[src/sv/cic_decimator_macros.svh]
// Assertion macros shared by the CIC decimator RTL.
// Included by files that carry concurrent checks; no other dependencies.
`ifndef CIC_DECIMATOR_MACROS_SVH
`define CIC_DECIMATOR_MACROS_SVH

// Same-cycle implication, disabled while reset is asserted.
`define CIC_ASSERT_IMP(label, clk, rstn, ante, cons) \
    label: assert property (@(posedge clk) disable iff (!rstn) (ante) |-> (cons)) \
        else $error("cic_decimator: same-cycle check failed");

// Next-cycle implication, disabled while reset is asserted.
`define CIC_ASSERT_NXT(label, clk, rstn, ante, cons) \
    label: assert property (@(posedge clk) disable iff (!rstn) (ante) |=> (cons)) \
        else $error("cic_decimator: next-cycle check failed");

`endif

[src/sv/cic_pkg.sv]
// Package for the CIC decimator: default sizes, register map and pipeline control type.
// No dependencies; imported by every module of the block.
`timescale 1ns / 1ps

package cic_pkg;

    // Default sizes handed to the top-level parameters.
    localparam int DEF_MAX_ORDER    = 5;
    localparam int DEF_MAX_RATE     = 64;
    localparam int DEF_SAMPLE_WIDTH = 16;
    localparam int DEF_ACC_WIDTH    = 51;

    // Configuration register map.
    localparam int CFG_INDEX_W = 2;
    localparam int CFG_DATA_W  = 7;
    localparam int ORDER_W     = 3;
    localparam int RATE_REG_W  = 7;
    localparam int DELAY_W     = 2;

    localparam logic [CFG_INDEX_W-1:0] REG_STAGE_COUNT  = 2'd0;
    localparam logic [CFG_INDEX_W-1:0] REG_DECIM_RATE   = 2'd1;
    localparam logic [CFG_INDEX_W-1:0] REG_DIFF_DELAY   = 2'd2;

    localparam logic [ORDER_W-1:0]    RST_STAGE_COUNT = 3'd1;
    localparam logic [RATE_REG_W-1:0] RST_DECIM_RATE  = 7'd2;
    localparam logic [DELAY_W-1:0]    RST_DIFF_DELAY  = 2'd1;

    // Smallest decimation rate the filter runs at.
    localparam int MIN_RATE = 2;

    // Control that travels with each sample down the pipeline.
    typedef struct packed {
        logic valid;
        logic block_start;
        logic emit;
    } ctrl_t;

endpackage

[src/sv/cic_decimator.sv]
// CIC decimator: one sample per cycle in while the output is not stalled, one result per
// decimated sample out. Every integrator and comb stage has its own register, so a sample
// can be accepted in every cycle unless m_ready holds the pipeline back. A sample passes the
// input register, each integrator register and each comb register in turn. Stages beyond
// the configured order pass data through, so latency does not depend on the order. A sample
// with block_start set clears the integrators, comb delays and phase and is always emitted.
// A write to a mapped register clears the same state. No clearing pass follows reset.
// Depends on cic_pkg, cic_integrator, cic_comb and cic_decimator_macros.svh.
`timescale 1ns / 1ps
`include "cic_decimator_macros.svh"

module cic_decimator #(
    parameter int MAX_ORDER    = cic_pkg::DEF_MAX_ORDER,
    parameter int MAX_RATE     = cic_pkg::DEF_MAX_RATE,
    parameter int SAMPLE_WIDTH = cic_pkg::DEF_SAMPLE_WIDTH,
    parameter int ACC_WIDTH    = cic_pkg::DEF_ACC_WIDTH
) (
    input  logic                                aclk,
    input  logic                                aresetn,
    input  logic                                cfg_wr_en,
    input  logic [cic_pkg::CFG_INDEX_W-1:0]     cfg_index,
    input  logic [cic_pkg::CFG_DATA_W-1:0]      cfg_data,
    input  logic                                s_valid,
    output logic                                s_ready,
    input  logic signed [SAMPLE_WIDTH-1:0]      s_sample,
    input  logic                                s_block_start,
    output logic                                m_valid,
    input  logic                                m_ready,
    output logic signed [ACC_WIDTH-1:0]         m_filtered
);
    import cic_pkg::*;

    localparam int PHASE_W = (MAX_RATE > 2) ? $clog2(MAX_RATE) : 1;
    localparam int CNT_W   = PHASE_W + 1;

    // Configuration registers.
    logic [ORDER_W-1:0]    stage_count_reg;
    logic [RATE_REG_W-1:0] decim_rate_reg;
    logic [DELAY_W-1:0]    diff_delay_reg;
    logic                  cfg_clear;

    // Input register and decimation phase.
    ctrl_t                in_ctrl_reg;
    logic [ACC_WIDTH-1:0] in_data_reg;
    logic [PHASE_W-1:0]   phase_reg;
    logic [PHASE_W-1:0]   phase_base;
    logic [PHASE_W-1:0]   phase_next;
    logic [CNT_W-1:0]     phase_inc;
    logic [CNT_W-1:0]     rate_eff;
    logic                 emit_now;
    logic                 delay_two;
    logic [MAX_ORDER-1:0] stage_en;

    // Stage chain: index i feeds stage i.
    ctrl_t                int_ctrl  [MAX_ORDER+1];
    logic [ACC_WIDTH-1:0] int_data  [MAX_ORDER+1];
    logic                 int_ready [MAX_ORDER+1];
    ctrl_t                comb_ctrl [MAX_ORDER+1];
    logic [ACC_WIDTH-1:0] comb_data [MAX_ORDER+1];
    logic                 comb_ready[MAX_ORDER+1];

    // Register decode; an index beyond the map is ignored.
    always_comb begin
        unique case (cfg_index)
            REG_STAGE_COUNT,
            REG_DECIM_RATE,
            REG_DIFF_DELAY: cfg_clear = cfg_wr_en;
            default:        cfg_clear = 1'b0;
        endcase
    end

    always_ff @(posedge aclk) begin
        if (!aresetn) begin
            stage_count_reg <= RST_STAGE_COUNT;
            decim_rate_reg  <= RST_DECIM_RATE;
            diff_delay_reg  <= RST_DIFF_DELAY;
        end else if (cfg_wr_en) begin
            unique case (cfg_index)
                REG_STAGE_COUNT: stage_count_reg <= cfg_data[ORDER_W-1:0];
                REG_DECIM_RATE:  decim_rate_reg  <= cfg_data[RATE_REG_W-1:0];
                REG_DIFF_DELAY:  diff_delay_reg  <= cfg_data[DELAY_W-1:0];
                default: ;
            endcase
        end
    end

    // Effective settings, clamped to the supported range.
    always_comb begin
        if (int'(decim_rate_reg) < MIN_RATE) begin
            rate_eff = CNT_W'(MIN_RATE);
        end else if (int'(decim_rate_reg) > MAX_RATE) begin
            rate_eff = CNT_W'(MAX_RATE);
        end else begin
            rate_eff = CNT_W'(decim_rate_reg);
        end
        delay_two = (diff_delay_reg >= 2'd2);
        for (int s = 0; s < MAX_ORDER; s++) begin
            stage_en[s] = (s == 0) || (int'(stage_count_reg) > s);
        end
    end

    // Phase counter: a result is due when the phase is zero.
    always_comb begin
        phase_base = s_block_start ? '0 : phase_reg;
        emit_now   = (phase_base == '0);
        phase_inc  = CNT_W'(phase_base) + CNT_W'(1);
        phase_next = (phase_inc >= rate_eff) ? '0 : phase_inc[PHASE_W-1:0];
        s_ready    = !in_ctrl_reg.valid || int_ready[0];
    end

    always_ff @(posedge aclk) begin
        if (!aresetn) begin
            phase_reg   <= '0;
            in_ctrl_reg <= '0;
        end else begin
            if (cfg_clear) begin
                phase_reg <= '0;
            end else if (s_valid && s_ready) begin
                phase_reg <= phase_next;
            end
            if (s_ready) begin
                in_ctrl_reg <= '{valid: s_valid, block_start: s_block_start, emit: emit_now};
            end
        end
    end

    // The sample is sign-extended to accumulator width on the way in.
    always_ff @(posedge aclk) begin
        if (s_ready) begin
            in_data_reg <= ACC_WIDTH'(s_sample);
        end
    end

    assign int_ctrl[0] = in_ctrl_reg;
    assign int_data[0] = in_data_reg;

    // Integrator cascade.
    for (genvar s = 0; s < MAX_ORDER; s++) begin : g_integ
        cic_integrator #(
            .ACC_WIDTH(ACC_WIDTH)
        ) u_integ (
            .aclk     (aclk),
            .aresetn  (aresetn),
            .clear    (cfg_clear),
            .stage_en (stage_en[s]),
            .in_ctrl  (int_ctrl[s]),
            .in_data  (int_data[s]),
            .in_ready (int_ready[s]),
            .out_ctrl (int_ctrl[s+1]),
            .out_data (int_data[s+1]),
            .out_ready(int_ready[s+1])
        );
    end

    // Samples that are not decimated are dropped between the two cascades.
    assign int_ready[MAX_ORDER] = comb_ready[0] || !int_ctrl[MAX_ORDER].emit;
    assign comb_ctrl[0] = '{valid:       int_ctrl[MAX_ORDER].valid && int_ctrl[MAX_ORDER].emit,
                            block_start: int_ctrl[MAX_ORDER].block_start,
                            emit:        int_ctrl[MAX_ORDER].emit};
    assign comb_data[0] = int_data[MAX_ORDER];

    // Comb cascade at the decimated rate.
    for (genvar s = 0; s < MAX_ORDER; s++) begin : g_comb
        cic_comb #(
            .ACC_WIDTH(ACC_WIDTH)
        ) u_comb (
            .aclk     (aclk),
            .aresetn  (aresetn),
            .clear    (cfg_clear),
            .stage_en (stage_en[s]),
            .delay_two(delay_two),
            .in_ctrl  (comb_ctrl[s]),
            .in_data  (comb_data[s]),
            .in_ready (comb_ready[s]),
            .out_ctrl (comb_ctrl[s+1]),
            .out_data (comb_data[s+1]),
            .out_ready(comb_ready[s+1])
        );
    end

    // The last comb register is the result register.
    assign comb_ready[MAX_ORDER] = m_ready;
    assign m_valid    = comb_ctrl[MAX_ORDER].valid;
    assign m_filtered = comb_data[MAX_ORDER];

    // Checks on phase tracking and input flow.
    `CIC_ASSERT_IMP(a_phase_range, aclk, aresetn, 1'b1, (CNT_W'(phase_reg) < rate_eff))
    `CIC_ASSERT_NXT(a_start_emits, aclk, aresetn, s_valid && s_ready && s_block_start,
                    in_ctrl_reg.valid && in_ctrl_reg.emit)
    `CIC_ASSERT_NXT(a_cfg_clears_phase, aclk, aresetn, cfg_clear, phase_reg == '0)
    `CIC_ASSERT_IMP(a_empty_input_ready, aclk, aresetn, !in_ctrl_reg.valid, s_ready)

endmodule

[src/sv/cic_integrator.sv]
// One integrator stage of the CIC decimator, with its own output register.
// Depends on cic_pkg for the pipeline control type.
`timescale 1ns / 1ps

module cic_integrator #(
    parameter int ACC_WIDTH = cic_pkg::DEF_ACC_WIDTH
) (
    input  logic                 aclk,
    input  logic                 aresetn,
    input  logic                 clear,
    input  logic                 stage_en,
    input  cic_pkg::ctrl_t       in_ctrl,
    input  logic [ACC_WIDTH-1:0] in_data,
    output logic                 in_ready,
    output cic_pkg::ctrl_t       out_ctrl,
    output logic [ACC_WIDTH-1:0] out_data,
    input  logic                 out_ready
);
    import cic_pkg::*;

    ctrl_t                out_ctrl_reg;
    logic [ACC_WIDTH-1:0] out_data_reg;
    logic [ACC_WIDTH-1:0] sum_reg;
    logic [ACC_WIDTH-1:0] sum_next;
    logic                 take;

    // The stage loads whenever its output register is free or being drained.
    always_comb begin
        in_ready = !out_ctrl_reg.valid || out_ready;
        take     = in_ctrl.valid && in_ready;
        sum_next = (in_ctrl.block_start ? '0 : sum_reg) + in_data;
    end

    // Accumulator and control; a block start restarts the sum from zero.
    always_ff @(posedge aclk) begin
        if (!aresetn) begin
            out_ctrl_reg <= '0;
            sum_reg      <= '0;
        end else begin
            if (clear) begin
                sum_reg <= '0;
            end else if (take && stage_en) begin
                sum_reg <= sum_next;
            end
            if (in_ready) begin
                out_ctrl_reg <= in_ctrl;
            end
        end
    end

    // A stage beyond the configured order passes its input through.
    always_ff @(posedge aclk) begin
        if (in_ready) begin
            out_data_reg <= stage_en ? sum_next : in_data;
        end
    end

    assign out_ctrl = out_ctrl_reg;
    assign out_data = out_data_reg;

endmodule

[src/sv/cic_comb.sv]
// One comb stage of the CIC decimator with a two-tap delay line and output register.
// Depends on cic_pkg for the pipeline control type.
`timescale 1ns / 1ps

module cic_comb #(
    parameter int ACC_WIDTH = cic_pkg::DEF_ACC_WIDTH
) (
    input  logic                 aclk,
    input  logic                 aresetn,
    input  logic                 clear,
    input  logic                 stage_en,
    input  logic                 delay_two,
    input  cic_pkg::ctrl_t       in_ctrl,
    input  logic [ACC_WIDTH-1:0] in_data,
    output logic                 in_ready,
    output cic_pkg::ctrl_t       out_ctrl,
    output logic [ACC_WIDTH-1:0] out_data,
    input  logic                 out_ready
);
    import cic_pkg::*;

    ctrl_t                out_ctrl_reg;
    logic [ACC_WIDTH-1:0] out_data_reg;
    logic [ACC_WIDTH-1:0] tap0_reg;
    logic [ACC_WIDTH-1:0] tap1_reg;
    logic [ACC_WIDTH-1:0] tap0_base;
    logic [ACC_WIDTH-1:0] tap1_base;
    logic [ACC_WIDTH-1:0] prev;
    logic [ACC_WIDTH-1:0] diff;
    logic                 take;

    // Pick the delayed sample; a block start sees an all-zero delay line.
    always_comb begin
        in_ready  = !out_ctrl_reg.valid || out_ready;
        take      = in_ctrl.valid && in_ready;
        tap0_base = in_ctrl.block_start ? '0 : tap0_reg;
        tap1_base = in_ctrl.block_start ? '0 : tap1_reg;
        prev      = delay_two ? tap1_base : tap0_base;
        diff      = in_data - prev;
    end

    // Delay line shifts only on decimated samples that reach this stage.
    always_ff @(posedge aclk) begin
        if (!aresetn) begin
            out_ctrl_reg <= '0;
            tap0_reg     <= '0;
            tap1_reg     <= '0;
        end else begin
            if (clear) begin
                tap0_reg <= '0;
                tap1_reg <= '0;
            end else if (take && stage_en) begin
                tap0_reg <= in_data;
                tap1_reg <= delay_two ? tap0_base : tap1_base;
            end
            if (in_ready) begin
                out_ctrl_reg <= in_ctrl;
            end
        end
    end

    // Output data; a stage beyond the configured order passes through.
    always_ff @(posedge aclk) begin
        if (in_ready) begin
            out_data_reg <= stage_en ? diff : in_data;
        end
    end

    assign out_ctrl = out_ctrl_reg;
    assign out_data = out_data_reg;

endmodule
[config.mk]
export PLATFORM = sky130hd
export DESIGN_NAME = cic_decimator
export DESIGN_NICKNAME = d
export VERILOG_FILES = /design/src/sv/cic_pkg.sv /design/src/sv/cic_decimator.sv /design/src/sv/cic_integrator.sv /design/src/sv/cic_comb.sv
export VERILOG_INCLUDE_DIRS = /design/src /design/src/sv
export SDC_FILE = /design/constraint.sdc
export NUM_CORES = 2
export LEC_CHECK = 0
export BUFFER_PORTS_ARGS = -buffer_cell sky130_fd_sc_hd__buf_2
export CORE_MARGIN = 2
export CORE_UTILIZATION = 35
export CTS_CLUSTER_SIZE = 24
export DETAILED_ROUTE_END_ITERATION = 12
export GPL_ROUTABILITY_DRIVEN = 0
export HOLD_SLACK_MARGIN = 0.05
export PLACE_DENSITY = 0.58
export SYNTH_ARGS = -nofsm -noshare
export SYNTH_HDL_FRONTEND = slang
export SYNTH_HIERARCHICAL = 1
export SYNTH_SLANG_ARGS = --single-unit
[constraint.sdc]
create_clock -name aclk -period 16.1 [get_ports aclk]
set_input_delay 0 -clock aclk [delete_from_list [all_inputs] [get_ports aclk]]
set_output_delay 0 -clock aclk [all_outputs]
set_load 0.005 [all_outputs]
==> results.md <==
* Outcome: completed
* Cell area after layout at between 90000 and 100000 um2
* Overall Global Routing Usage at 18.2%
* Via-per-instance ratio at roughly 5.5
* Final HPWL DP at 172000 um
* Core ar. at 246000 um2
* Maximum frequency from static timing analysis at 0.109 GHz
* Total via count after detailed routing at 71398
* Critical path startpoint category: register
* Final number of hold-violating endpoints at 0
* Endpoint of the worst hold-timing path: in_ctrl_reg[1]
* Clock slew at the register clock pins of the worst setup and hold paths at 60 ps
* Final worst-path cycle share at 56.9%
* Startpoint of the worst register-to-register path: g_comb[4].u_comb/out_ctrl[2]
* Drc violations at 0
* Clk_skew at about 76 ps
* Hold depth at 4
* Grt met3 use at around 2.2%
* Later-pin clock latency in the skew report at between 800 and 900 ps
* DIE WIDTH at around 500 um
* Starting density of the core at 35.2%
* R2R depth at 32
* Slew Limit Fails at 0
* Wire length of the first global-routing pass at 379000 um
* Maximum cell stage delay along the critical path at 920 ps
* Cell at the slowest stage of the critical path: sky130_fd_sc_hd__nand3_2
* Maximum number of pins on one net before global-route repair at about 120
* Post-synthesis area per instance at 8.85 um2
* Number of placement rows at 182
* Clk buf depth at 3
* Min-Delay Path Class: in -> reg
* Instance area after placement at 89200 um2
* Number of max-cap violations at 0
* Number of primary I/O pins at 84
* Buffers plus inverters on the worst setup path at 18
* Setup slack, reg-to-reg at 6940 ps
* Wirelength per Cell at approximately 18 um
* H-tree level count at 4
* Number of non-filler instances in the completed layout at 12922
* Sum of negative setup slack at 0 ps
* Maximum fanout along the worst path at 56
* Via count of the first global-routing pass at 69465
* Area overhead of the layout relative to synthesis at 10.0%
* Unrepaired setup endpoints after global routing: no
* Launch instance of the worst min-delay path: s_block_start
* Number of antenna violations at the first check in global routing at 3
* Number of buffers added by the clock tree synthesis step at 156
* Met1 Usage GRT at 23.3%
* Area of the die at 252000 um2
* Leak at 0.0342 uW
* Grt met2 use at between 30% and 40%
* Maximum resistive drop on vdd at 0.116 mV
* Worst endpoint required time at 16820 ps
* Worst slew margin relative to its limit at between 10% and 20%
* Final worst path period need at 9160 ps
* Instance count of the mapped netlist at 9785
* Fraction of final layout cells with drive strength greater than 1 at a little over an eighth
* GRT Max-Usage Layer: met2
* WP data arrival at slightly below 10000 ps
* Sum of routed wire length over all layers at 237000 um
* Setup Viol. Count Final at 0
* Total Nets Final at 10115
* Crit Reg-Reg Endpoint: g_integ[0].u_integ/sum_reg[48]
* TritonCTS clock tree: done
* Final ANT Viol Nets at 0
* Count of clock tree sinks at 1335
* First-pass iteration count of the detailed router at 7
* Crit path capture type: register
* Gate family responsible for the most delay along the worst path: buffers and inverters
* Post-Place Cells at 12556
* Root Driver: sky130_fd_sc_hd__clkbuf_16
* Worst Max-Slew Pin Slew at around 1300 ps
* Buffers on Ports at 83
* Total congestion overflow at 0
* Cell area power density at between 100 and 150 nW/um2
* Post-Syn Area at 86600 um2
* Die height at roughly 500 um
* Synth warn at 6
* Path type of the worst setup path: reg -> reg
* Number of DRC markers in iteration 0 at 4779
## worst max path at each step
stage                                 startpoint                             end  slack [ps]  cells after the start
detailed placement  g_comb[4].u_comb/out_ctrl[2]  g_integ[0].u_integ/sum_reg[48]        6790                     32
CTS                 g_comb[4].u_comb/out_ctrl[2]  g_integ[0].u_integ/sum_reg[48]        6700                     32
finish              g_comb[4].u_comb/out_ctrl[2]  g_integ[0].u_integ/sum_reg[48]        6940                     32
global placement    g_comb[4].u_comb/out_ctrl[2]  g_integ[0].u_integ/sum_reg[42]        6960                     32
global route        g_comb[4].u_comb/out_ctrl[2]  g_integ[0].u_integ/sum_reg[48]        5920                     32
floorplan           g_comb[4].u_comb/out_ctrl[2]                    phase_reg[0]        1330                     27
## cells in the final DEF, fill, tap and decap left out, drive strengths merged, types with 30 or more instances in the layout
cell         count
nor3           104
mux2           396
o21bai         106
clkinv          48
dlygate4sd3     71
o2111ai         34
nand4          165
a22oi          262
a21oi         1105
or2            269
o211ai          30
a21o           210
nor2           667
ha             509
o31ai           36
o21a           102
xnor2          292
nor2b          327
a31oi           81
clkbuf         217
nand2         1382
edfxtp         526
a211oi          82
nand2b          45
mux2i          280
dfxtp          809
inv            162
and3            72
a21boi          54
xor2           160
buf            157
or3             32
o21ai          327
nor4            32
nand3          186
## routing by layer
layer	up-vias	share of wire, %
met3	423	4.1
li1	34857	-
met2	1725	48
met1	34393	45
met4	0	3.3
met5	-	0
## report_power, final
group          internal [uW]  switching, uW  leakage [uW]
registers               4020            397        0.0121
logic                   1570           2260        0.0195
clock network           2160           1530       0.00262
total                   7750           4180        0.0342
## worst reg2reg max path, delay by kind of cell, from the launching register on
family / cells / cell delay (ps)
buffers and inverters: 18 / 5070
AND/OR/NAND/NOR: 14 / 3700
flip-flops: 1 / 300
## metrics by stage
step / util (%) / worst slack, ps / hold slack [ps] / power [uW]
after global placement: 36.3 / 6960 / 181 / 8180
final: 38.8 / 6940 / 148 / 11900
after CTS: 38.8 / 6700 / 89.8 / 12000
after floorplan: - / 1330 / 98.9 / 7220
after detailed placement: 36.3 / 6790 / 183 / 8220
after global routing: 38.8 / 5920 / 149 / 12600
## cell type report
cell class              count  area (um2)
fillers                 24470      151000
multi-input cells        7691       51600
flip-flops and latches   1335       32000
clock buffers             217        4410
well taps                3220        4030
repair buffers            228        1710
clock inverters            77        1000
inverters                 153         574
diodes                      1        2.50
## what timing repair did
action,CTS,global route
resized for setup,0,0
setup buffers,0,0
hold buffers,71,0
endpoints found under the hold margin,114,0
No activity file was read; power rests on OpenSTA's default activity.
